**config.mk**
```make
export PLATFORM = sky130hd
export DESIGN_NAME = mse_front
export DESIGN_NICKNAME = d
export VERILOG_FILES = /design/src/rtl/core/mse_pkg.sv /design/src/rtl/core/mse_front.sv
export SDC_FILE = /design/constraint.sdc
export NUM_CORES = 1
export LEC_CHECK = 0
export ABC_AREA = 1
export BUFFER_PORTS_ARGS = -buffer_cell sky130_fd_sc_hd__buf_2
export CORE_MARGIN = 4
export CORE_UTILIZATION = 50
export DETAILED_ROUTE_END_ITERATION = 16
export GPL_TIMING_DRIVEN = 0
export PLACE_DENSITY = 0.72
export SLEW_MARGIN = 20
export SYNTH_ARGS = -nofsm -noshare
export SYNTH_HDL_FRONTEND = slang
export SYNTH_SLANG_ARGS = --single-unit
```
**constraint.sdc**
```tcl
create_clock -name i_clk -period 5.3 [get_ports i_clk]
set_clock_uncertainty 0.2 [all_clocks]
set_input_delay 1.59 -clock i_clk [delete_from_list [all_inputs] [get_ports i_clk]]
set_output_delay 1.59 -clock i_clk [all_outputs]
set_load 0.01 [all_outputs]
```
**src/rtl/core/mse_pkg.sv**
```systemverilog
package mse_pkg;

    // Default geometry
    localparam int DATA_WORDS_DEF    = 4096;
    localparam int PROGRAM_DEPTH_DEF = 1024;
    localparam int REG_COUNT         = 32;
    localparam int REG_SEL_BITS      = 5;
    localparam int NEXT_INDEX_BITS   = 10;

    // Front-to-back queue
    localparam int QUEUE_DEPTH = 2;
    localparam int QPTR_BITS   = $clog2(QUEUE_DEPTH);

    // Register numbers with special meaning
    localparam logic [REG_SEL_BITS-1:0] REG_ZERO = 5'd0;
    localparam logic [REG_SEL_BITS-1:0] REG_T0   = 5'd8;
    localparam logic [REG_SEL_BITS-1:0] REG_T1   = 5'd9;
    localparam logic [REG_SEL_BITS-1:0] REG_T2   = 5'd10;
    localparam logic [REG_SEL_BITS-1:0] REG_SP   = 5'd29;
    localparam logic [REG_SEL_BITS-1:0] REG_LINK = 5'd31;

    // Register file values after reset
    localparam logic [31:0] SP_RESET = 32'd4095;
    localparam logic [31:0] T0_RESET = 32'hFFFF_FFFC;
    localparam logic [31:0] T1_RESET = 32'd2;
    localparam logic [31:0] T2_RESET = 32'd3;

    // Configuration registers
    localparam int          CFG_ADDR_BITS = 4;
    localparam logic [1:0]  CFG_ALU       = 2'd0;
    localparam logic [1:0]  CFG_MEMORY    = 2'd1;
    localparam logic [1:0]  CFG_BRANCH    = 2'd2;
    localparam logic [1:0]  CFG_JUMP      = 2'd3;
    localparam logic [7:0]  DELAY_RESET   = 8'd5;

    typedef enum logic [3:0] {
        FN_ADD  = 4'd0,
        FN_SUB  = 4'd1,
        FN_SLL  = 4'd2,
        FN_SRL  = 4'd3,
        FN_SW   = 4'd4,
        FN_LW   = 4'd5,
        FN_BNE  = 4'd6,
        FN_BEQ  = 4'd7,
        FN_J    = 4'd8,
        FN_JR   = 4'd9,
        FN_JAL  = 4'd10,
        FN_BLEZ = 4'd11,
        FN_BGTZ = 4'd12,
        FN_BAD  = 4'd13
    } t_func;

    typedef enum logic [2:0] {
        CLS_ALU,
        CLS_MEM,
        CLS_BRANCH,
        CLS_JUMP,
        CLS_BAD
    } t_cls;

    typedef enum logic [1:0] {
        ST_OK      = 2'd0,
        ST_INVALID = 2'd1,
        ST_ADDR    = 2'd2,
        ST_TARGET  = 2'd3
    } t_status;

    typedef enum logic [1:0] {
        BS_READ,
        BS_EXEC,
        BS_LOAD
    } t_bstate;

    // One classified instruction as it sits in the queue
    typedef struct packed {
        t_func                   func;
        t_cls                    cls;
        logic [REG_SEL_BITS-1:0] dest_sel;
        logic [REG_SEL_BITS-1:0] ra_sel;
        logic [REG_SEL_BITS-1:0] rb_sel;
        logic [REG_SEL_BITS-1:0] data_sel;
        logic signed [15:0]      imm;
    } t_op;

    typedef struct packed {
        logic [7:0] alu;
        logic [7:0] memory;
        logic [7:0] branch;
        logic [7:0] jump;
    } t_delays;

    // Register file contents after reset
    function automatic logic [31:0] rf_reset_value(input logic [REG_SEL_BITS-1:0] sel);
        logic [31:0] v;
        v = '0;
        if (sel == REG_SP) v = SP_RESET;
        if (sel == REG_T0) v = T0_RESET;
        if (sel == REG_T1) v = T1_RESET;
        if (sel == REG_T2) v = T2_RESET;
        return v;
    endfunction

endpackage

```
**src/rtl/core/mse_front.sv**
```systemverilog
module mse_front (
    input  logic                                i_clk,
    input  logic                                i_rst_n,
    input  logic                                i_in_valid,
    output logic                                o_in_stall,
    input  logic [3:0]                          i_func,
    input  logic [mse_pkg::REG_SEL_BITS-1:0]    i_dest_sel,
    input  logic [mse_pkg::REG_SEL_BITS-1:0]    i_first_sel,
    input  logic [mse_pkg::REG_SEL_BITS-1:0]    i_second_sel,
    input  logic signed [15:0]                  i_immediate,
    input  logic                                i_hold,
    output logic                                o_q_valid,
    output mse_pkg::t_op                        o_q_op,
    input  logic                                i_q_pop
);

    mse_pkg::t_op                 q_mem [mse_pkg::QUEUE_DEPTH];
    logic [mse_pkg::QPTR_BITS-1:0] r_wr_ptr, r_rd_ptr;
    logic [mse_pkg::QPTR_BITS:0]   r_count;
    mse_pkg::t_op                 dec_op;
    logic                         push;
    logic                         full;

    // Classify the incoming word
    always_comb begin
        dec_op.dest_sel = i_dest_sel;
        dec_op.ra_sel   = i_first_sel;
        dec_op.rb_sel   = i_second_sel;
        dec_op.data_sel = i_second_sel;
        dec_op.imm      = i_immediate;
        dec_op.func     = mse_pkg::t_func'(i_func);
        case (mse_pkg::t_func'(i_func))
            mse_pkg::FN_ADD, mse_pkg::FN_SUB,
            mse_pkg::FN_SLL, mse_pkg::FN_SRL: dec_op.cls = mse_pkg::CLS_ALU;
            mse_pkg::FN_SW, mse_pkg::FN_LW:   dec_op.cls = mse_pkg::CLS_MEM;
            mse_pkg::FN_BNE, mse_pkg::FN_BEQ,
            mse_pkg::FN_BLEZ, mse_pkg::FN_BGTZ: dec_op.cls = mse_pkg::CLS_BRANCH;
            mse_pkg::FN_J, mse_pkg::FN_JAL:   dec_op.cls = mse_pkg::CLS_JUMP;
            mse_pkg::FN_JR: begin
                dec_op.cls    = mse_pkg::CLS_JUMP;
                dec_op.rb_sel = mse_pkg::REG_LINK;
            end
            default: begin
                dec_op.cls  = mse_pkg::CLS_BAD;
                dec_op.func = mse_pkg::FN_BAD;
            end
        endcase
    end

    assign full       = (r_count == (mse_pkg::QPTR_BITS+1)'(mse_pkg::QUEUE_DEPTH));
    assign o_in_stall = full || i_hold;
    assign push       = i_in_valid && !o_in_stall;
    assign o_q_valid  = (r_count != '0);
    assign o_q_op     = q_mem[r_rd_ptr];

    // Queue storage
    always_ff @(posedge i_clk) begin
        if (push) q_mem[r_wr_ptr] <= dec_op;
    end

    // Queue pointers and fill level
    always_ff @(posedge i_clk) begin
        if (!i_rst_n) begin
            r_wr_ptr <= '0;
            r_rd_ptr <= '0;
            r_count  <= '0;
        end else begin
            if (push) r_wr_ptr <= r_wr_ptr + 1'b1;
            if (i_q_pop) r_rd_ptr <= r_rd_ptr + 1'b1;
            if (push && !i_q_pop) r_count <= r_count + 1'b1;
            else if (!push && i_q_pop) r_count <= r_count - 1'b1;
        end
    end

endmodule

```
==> results.py, run 1 <==
metrics = {
    "routing": {
        "drtIter0Drc": 68,
        "ant_nets": 0,
        "first_pass_iters": 6,
        "vias_per_cell": 4.669,
        "vias": 1919,
        "drt-total-wl_mm": 6.278,
        "route.detailed.drc": 0,
        "routedWlPerCell_um": 15.27,
    },
    "timing": {
        "tightest_slew_ns": 0.6074,
        "rsz0062_at_grt": "false",
        "fmax_mhz": 267.5,
        "post-route-period-util_pct": 70.54,
        "drv_slew": 0,
        "hold_violations": 0,
        "fin_crit_ns": 3.738,
        "finalSetupTns_ns": 0,
        "slew_headroom_pct": 59.41,
        "finalSetupViolCount": 0,
    },
    "clock_network": {
        "cts-resized-gates": 0,
        "insertion_delay_ns": 0.34,
        "postCtsHoldBufs": 0,
        "clkSlewWorstSetupHoldPaths_ns": 0.08,
        "cts_setup_buffers": 0,
        "cts_made_buffers": 9,
        "htree_levels": 3,
        "max-clock-path-buffers": 2,
        "cts_root_buffer": "clkbuf_8",
        "cts_sinks": 91,
        "cts_tree": "built",
    },
    "grt": {
        "antenna_found_initial": 0,
        "grt_remaining_overflow": 0,
        "grt_pass1_wl_mm": 9.777,
        "grt_pass1_vias": 2035,
        "grt_use_total_pct": 14.95,
        "grt_max_degree": 26,
    },
    "critical_path": {
        "crit_fanout": 3,
        "cp_slowest_cell": "buf_2",
        "worstPathArrival_ns": 1.95,
        "cp-end-kind": "primary output",
        "startpoint_type": "input port",
        "cp_common_cell": "buf_2",
        "path_class": "in -> out",
        "worst_path_largest_cell_delay_ns": 0.13,
        "r2r_slack_ns": 3.33,
        "crit_chain": "buf_2 -> inv_1 -> nand2_1 -> buf_2",
        "crit_required_ns": 3.51,
    },
    "worst_hold_path": {
        "hold_path.class": "reg -> reg",
    },
    "floorplanning": {
        "die_area_um2": 8843,
        "dieHeight_um": 94.04,
        "start_util_pct": 51.30,
        "ios": 85,
        "coreArea_um2": 7214,
        "rows": 31,
        "die_w_um": 94.04,
    },
    "logic_synthesis": {
        "synth_top_cell_by_area": "edfxtp_1",
        "async_reset_ff_share_pct": 0,
        "yosysSeqAreaShare_pct": 72.48,
        "synth_edf_count": 86,
        "synth_area_leaders": "edfxtp_1 70%, mux2_4 16%, dfxtp_1 2.7%",
        "synthTopCellsByCount": "86 x edfxtp_1, 40 x mux2_4, 22 x inv_1, 21 x nand2_1, 13 x nor2_1",
        "syn_area_um2": 3701,
        "syn_nets": 251,
        "synth-main-ff-cell": "edfxtp_1",
        "avgSynthCellArea_um2": 17.62,
        "syn_inst": 210,
        "post-synth-top-count-cell": "edfxtp_1",
        "ys_ff_latch": 91,
        "ys.warnings.count": 0,
        "synth.distinct_cells": 15,
        "synth.top_cell.area_share_pct": 69.78,
    },
    "placement": {
        "place_congestion": 0.7959,
        "place_hpwl_mm": 4.419,
        "portBuffers": 84,
    },
    "power_and_ir_drop": {
        "p_per_area_nw_per_um2": 343.0,
        "leakagePower_uw": 0.001892,
        "vdd_drop_max_mv": 0.2571,
        "pwr-share-seq_pct": 53.3,
        "finalPower_uw": 1558,
        "p_sw_uw": 329.3,
        "combPwrFrac_pct": 11.7,
        "p_int_uw": 1228,
        "clkPwrFrac_pct": 35.1,
        "swShare_pct": 21.14,
    },
    "cells_and_area": {
        "finalNetCount": 348,
        "n_antenna_cell": 0,
        "area_delta_synth_final_pct": 22.68,
        "fin_util_pct": 62.94,
        "drive_above_1_share_pct": 48.40,
    },
    "job": {
        "drv_cap": 0,
    },
    "outcome": {
        "status": "complete, no violations",
    },
}
[through the flow]
step | hold WS [ns] | setup slack [ns] | cell area (um^2) | cells
after detailed placement | 0.2961 | 1.560 | 4300 | 395
after global placement | 0.2755 | -0.1395 | 4245 | 393
final | 0.3128 | 1.562 | 4541 | 411
after global routing | 0.3328 | 1.534 | 4541 | 411
after floorplan | 0.2635 | 1.066 | 3701 | 210
after CTS | 0.3152 | 1.558 | 4541 | 411
[cell usage in the layout, fill, tap and decap left out, types with 2 or more instances in the layout]
cell type  instances
mux2_2             3
clkbuf_8           9
clkbuf_1           3
nor2_1            12
nand3_1            3
mux2_4            40
dfxtp_1            5
bufinv_16          3
buf_12             5
edfxtp_1          86
nand4_1            2
o21ai_0            5
a21oi_1            2
buf_2             84
inv_1             21
nand2_1           21
[area by class of cell]
class,count,area (um^2)
tap,99,123.9
timing repair buffer,86,467.9
inverter,22,82.58
clock buffer,10,127.6
multi-input combinational,90,844.6
fill,571,2674
sequential,91,2683
clock inverter,6,112.6
buffer,7,98.84
[final timing paths]
| kind | start | end | cells past startpoint |
|---|---|---|---|
| max | i_hold | o_in_stall | 4 |
| min reg2reg | r_rd_ptr$_SDFFE_PN0P_ | flop | 2 |
| max reg2reg | r_count[0]$_SDFFE_PN0P_ | q_mem[0][9]$_DFFE_PP_ | 5 |
| min | r_rd_ptr$_SDFFE_PN0P_ | flop | 2 |
[kinds of logic after synthesis]
kind of cell               after synthesis  share of synthesized area, %
DFF                                     91                         72.48
muxes                                   43                         17.14
and+or+nand+nor                         39                         4.192
buffers and inverters                   29                         4.902
AOI/OAI and AO/OA                        7                        0.9465
adders and majority gates                1                        0.3380
[power by group through the flow]
stage	clock network, uW	registers, uW	logic [uW]
2_1_floorplan	0	845	116
3_3_place_gp	0	847	174
3_5_place_dp	0	847	184
4_1_cts	560	830	185
5_1_grt	593	833	198
6_report	546	830	182
[worst max-delay path, delay by kind of cell]
family	cells	cell delay, ns
buf+inv	3	0.29
simple gates	1	0.06
[state kept, by name, indices dropped and copies added, names as in the netlist, named ones only]
signal and count:
q_mem 86, r_count 2, r_rd_ptr 1, r_wr_ptr 1
[metal layers]
| layer | routed length, um | global-route usage [%] | part of all wire, % |
|---|---|---|---|
| met5 | 0 | 0 | 0 |
| met4 | 80 | 6.498 | 1.3 |
| met3 | 296 | 3.205 | 4.7 |
| met2 | 3275 | 26.32 | 52 |
| met1 | 2626 | 17.54 | 42 |
(Power assumes the default switching activity.)
==> run 2, diff against run 1 <==
- ABC_AREA: 1 -> 0
- CORE_UTILIZATION: 50 -> 47
- PLACE_DENSITY: 0.72 -> 0.71
- clock period: 5.3 -> 3.2 ns (I/O delays scaled with it)
==> results.py, run 2 <==
metrics = {
    "grt": {
        "grt_pass1_wl_mm": 8.721,
        "grt_max_degree": 25,
        "grt_pass1_vias": 1878,
        "antenna_found_initial": 0,
        "grt_use_total_pct": 13.37,
        "grt_remaining_overflow": 0,
    },
    "critical_path": {
        "worstPathArrival_ns": 1.59,
        "startpoint_type": "flop",
        "cp_slowest_cell": "mux2_2",
        "cp.buffers_inverters": 3,
        "cp-end-kind": "primary output",
        "crit_family": "buffers and inverters",
        "path_class": "reg -> out",
        "crit_required_ns": 2.04,
        "ff2ff_path_depth": 4,
        "cp_common_cell": "buf_2",
        "r2r_slack_ns": 1.09,
        "crit_fanout": 10,
        "rr_startpoint": "r_count[0]$_SDFFE_PN0P_",
        "cp.depth": 4,
        "crit_chain": "buf_2 -> buf_4 -> mux2_2 -> buf_2",
        "worst_path_largest_cell_delay_ns": 0.35,
        "r2r-end": "q_mem[0][18]$_DFFE_PP_",
        "endpoint": "o_q_op[25]",
    },
    "cells_and_area": {
        "drive_above_1_share_pct": 56.79,
        "num-fill-cells": 602,
        "fin_util_pct": 58.62,
        "reg_top3": "q_mem (86), r_count (2)",
        "mostFrequentLayoutCell": "edfxtp_1",
        "largest_reg_flops": 86,
        "instances_no_fill": 379,
        "n_antenna_cell": 0,
        "finalNetCount": 316,
        "final_cell_mix": "86 x edfxtp_1, 83 x buf_2, 43 x mux2_2, 9 x clkbuf_8, 6 x or2_2",
        "area_delta_synth_final_pct": 21.63,
        "top_register": "q_mem",
    },
    "floorplanning": {
        "die_area_um2": 8838,
        "rows": 31,
        "dieHeight_um": 94.01,
        "start_util_pct": 48.20,
        "coreArea_um2": 7214,
        "ios": 85,
        "die_w_um": 94.01,
    },
    "routing": {
        "ant_nets": 0,
        "wl_met2_mm": 2.949,
        "drt-total-wl_mm": 5.647,
        "vias": 1824,
        "routedWlPerCell_um": 14.90,
        "first_pass_iters": 4,
        "top_layer": "met4",
        "vias_per_cell": 4.813,
        "route.met3.wl_um": 300,
        "route.detailed.drc": 0,
        "wl_met1_mm": 2.283,
        "drtIter0Drc": 53,
    },
    "logic_synthesis": {
        "synthXorXnorAreaFrac_pct": 1.008,
        "ys_ff_latch": 91,
        "syn_area_um2": 3477,
        "async_reset_ff_share_pct": 0,
        "syn_nets": 221,
        "syn_inst": 180,
        "yosysSeqAreaShare_pct": 77.15,
        "synth_compound_area_share_pct": 1.727,
        "synth-main-ff-cell": "edfxtp_1",
        "avgSynthCellArea_um2": 19.32,
        "ys.warnings.count": 0,
        "synthTopCellsByCount": "86 x edfxtp_1, 43 x mux2_2, 6 x or2_2, 5 x dfxtp_1",
        "synth_simple_gate_area_share_pct": 4.210,
        "synthMuxAreaShare_pct": 13.93,
        "post-synth-top-count-cell": "edfxtp_1",
        "synth_top_cell_by_area": "edfxtp_1",
        "synthAdderAreaFrac_pct": 0.3598,
        "synth_edf_count": 86,
        "synth_top_family_by_area": "multiplexers",
        "synth.distinct_cells": 27,
        "synth.top_cell.area_share_pct": 74.27,
        "synth_area_leaders": "edfxtp_1 74%, mux2_2 14%, dfxtp_1 2.9%",
    },
    "timing": {
        "fmax_mhz": 364.0,
        "rsz0062_at_grt": "false",
        "post-route-period-util_pct": 85.86,
        "timing.final.ws_setup_ns": 0.4524,
        "tightest_slew_ns": 0.6245,
        "drv_slew": 0,
        "slew_headroom_pct": 58.28,
        "hold_violations": 0,
        "finalSetupTns_ns": 0,
        "finalSetupViolCount": 0,
        "fin_crit_ns": 2.748,
    },
    "clock_network": {
        "max-clock-path-buffers": 2,
        "postCtsHoldBufs": 0,
        "cts_tree": "built",
        "cts_made_buffers": 9,
        "cts_sinks": 91,
        "clkSlewWorstSetupHoldPaths_ns": 0.08,
        "cts_root_buffer": "clkbuf_8",
        "cts-resized-gates": 0,
        "insertion_delay_ns": 0.34,
        "cts_setup_buffers": 0,
        "htree_levels": 3,
    },
    "worst_hold_path": {
        "hold_path.class": "reg -> reg",
        "min_from": "r_count[1]$_SDFFE_PN0P_",
    },
    "placement": {
        "place_inst": 363,
        "place_congestion": 0.6897,
        "place_hpwl_mm": 3.861,
        "dp_slack_ns": 0.3499,
        "portBuffers": 82,
    },
    "job": {
        "drv_cap": 0,
    },
    "power_and_ir_drop": {
        "p_per_area_nw_per_um2": 553.2,
        "vdd_drop_max_mv": 0.3002,
        "leakagePower_uw": 0.001571,
        "finalPower_uw": 2340,
    },
    "outcome": {
        "status": "complete, no violations",
    },
}
[run 2: worst min path at each step]
stage | end | slack [ns] | cells after the start
5_1_grt | r_count[1]$_SDFFE_PN0P_ | 0.34 | 2
3_3_place_gp | r_wr_ptr$_SDFFE_PN0N_ | 0.28 | 2
2_1_floorplan | r_wr_ptr$_SDFFE_PN0N_ | 0.26 | 2
3_5_place_dp | r_count[1]$_SDFFE_PN0P_ | 0.30 | 2
6_report | r_count[1]$_SDFFE_PN0P_ | 0.31 | 2
4_1_cts | r_count[1]$_SDFFE_PN0P_ | 0.31 | 2
[run 2: power breakdown]
part | internal (uW) | switching [uW] | leakage [uW]
Clock | 278 | 375 | 0.0000803
Combinational | 149 | 152 | 0.000662
Sequential | 1370 | 16.7 | 0.000830
Total | 1800 | 544 | 0.00157
[run 2: kinds of logic after synthesis]
| logic type | Yosys count |
|---|---|
| flops | 91 |
| compound gates | 9 |
| mux | 43 |
| simple gates | 22 |
| fa+ha+maj | 1 |
| xor+xnor | 4 |
| buf+inv | 10 |
[run 2: per-stage QoR]
stage | hold slack [ns] | area, um^2
3_3_place_gp | 0.2816 | 4014
3_5_place_dp | 0.2964 | 4060
2_1_floorplan | 0.2636 | 3480
4_1_cts | 0.3088 | 4229
6_report | 0.3070 | 4229
5_1_grt | 0.3406 | 4229
[run 2: cell type report]
class | instances | area [um^2] | area share, %
repair buffers | 84 | 450.4 | 10.65
plain buffers | 9 | 52.55 | 1.243
clock inverters | 7 | 45.04 | 1.065
well taps | 99 | 123.9 | 2.929
flip-flops and latches | 91 | 2683 | 63.43
inverters | 1 | 3.754 | 0.08876
clock buffers | 9 | 123.9 | 2.929
multi-input cells | 79 | 747.0 | 17.66
[run 2: routing by layer]
| layer | up-vias | global-route usage (%) |
|---|---|---|
| met5 | - | 0 |
| met3 | 12 | 3.606 |
| met2 | 47 | 22.83 |
| met1 | 880 | 15.05 |
| li1 | 885 | - |
| met4 | 0 | 7.581 |
[run 2: worst min-delay path: cells and delay by family (launching register included)]
family	cells	cell delay (ns)
AO/OA/AOI/OAI	2	0.13
flip-flops	1	0.33
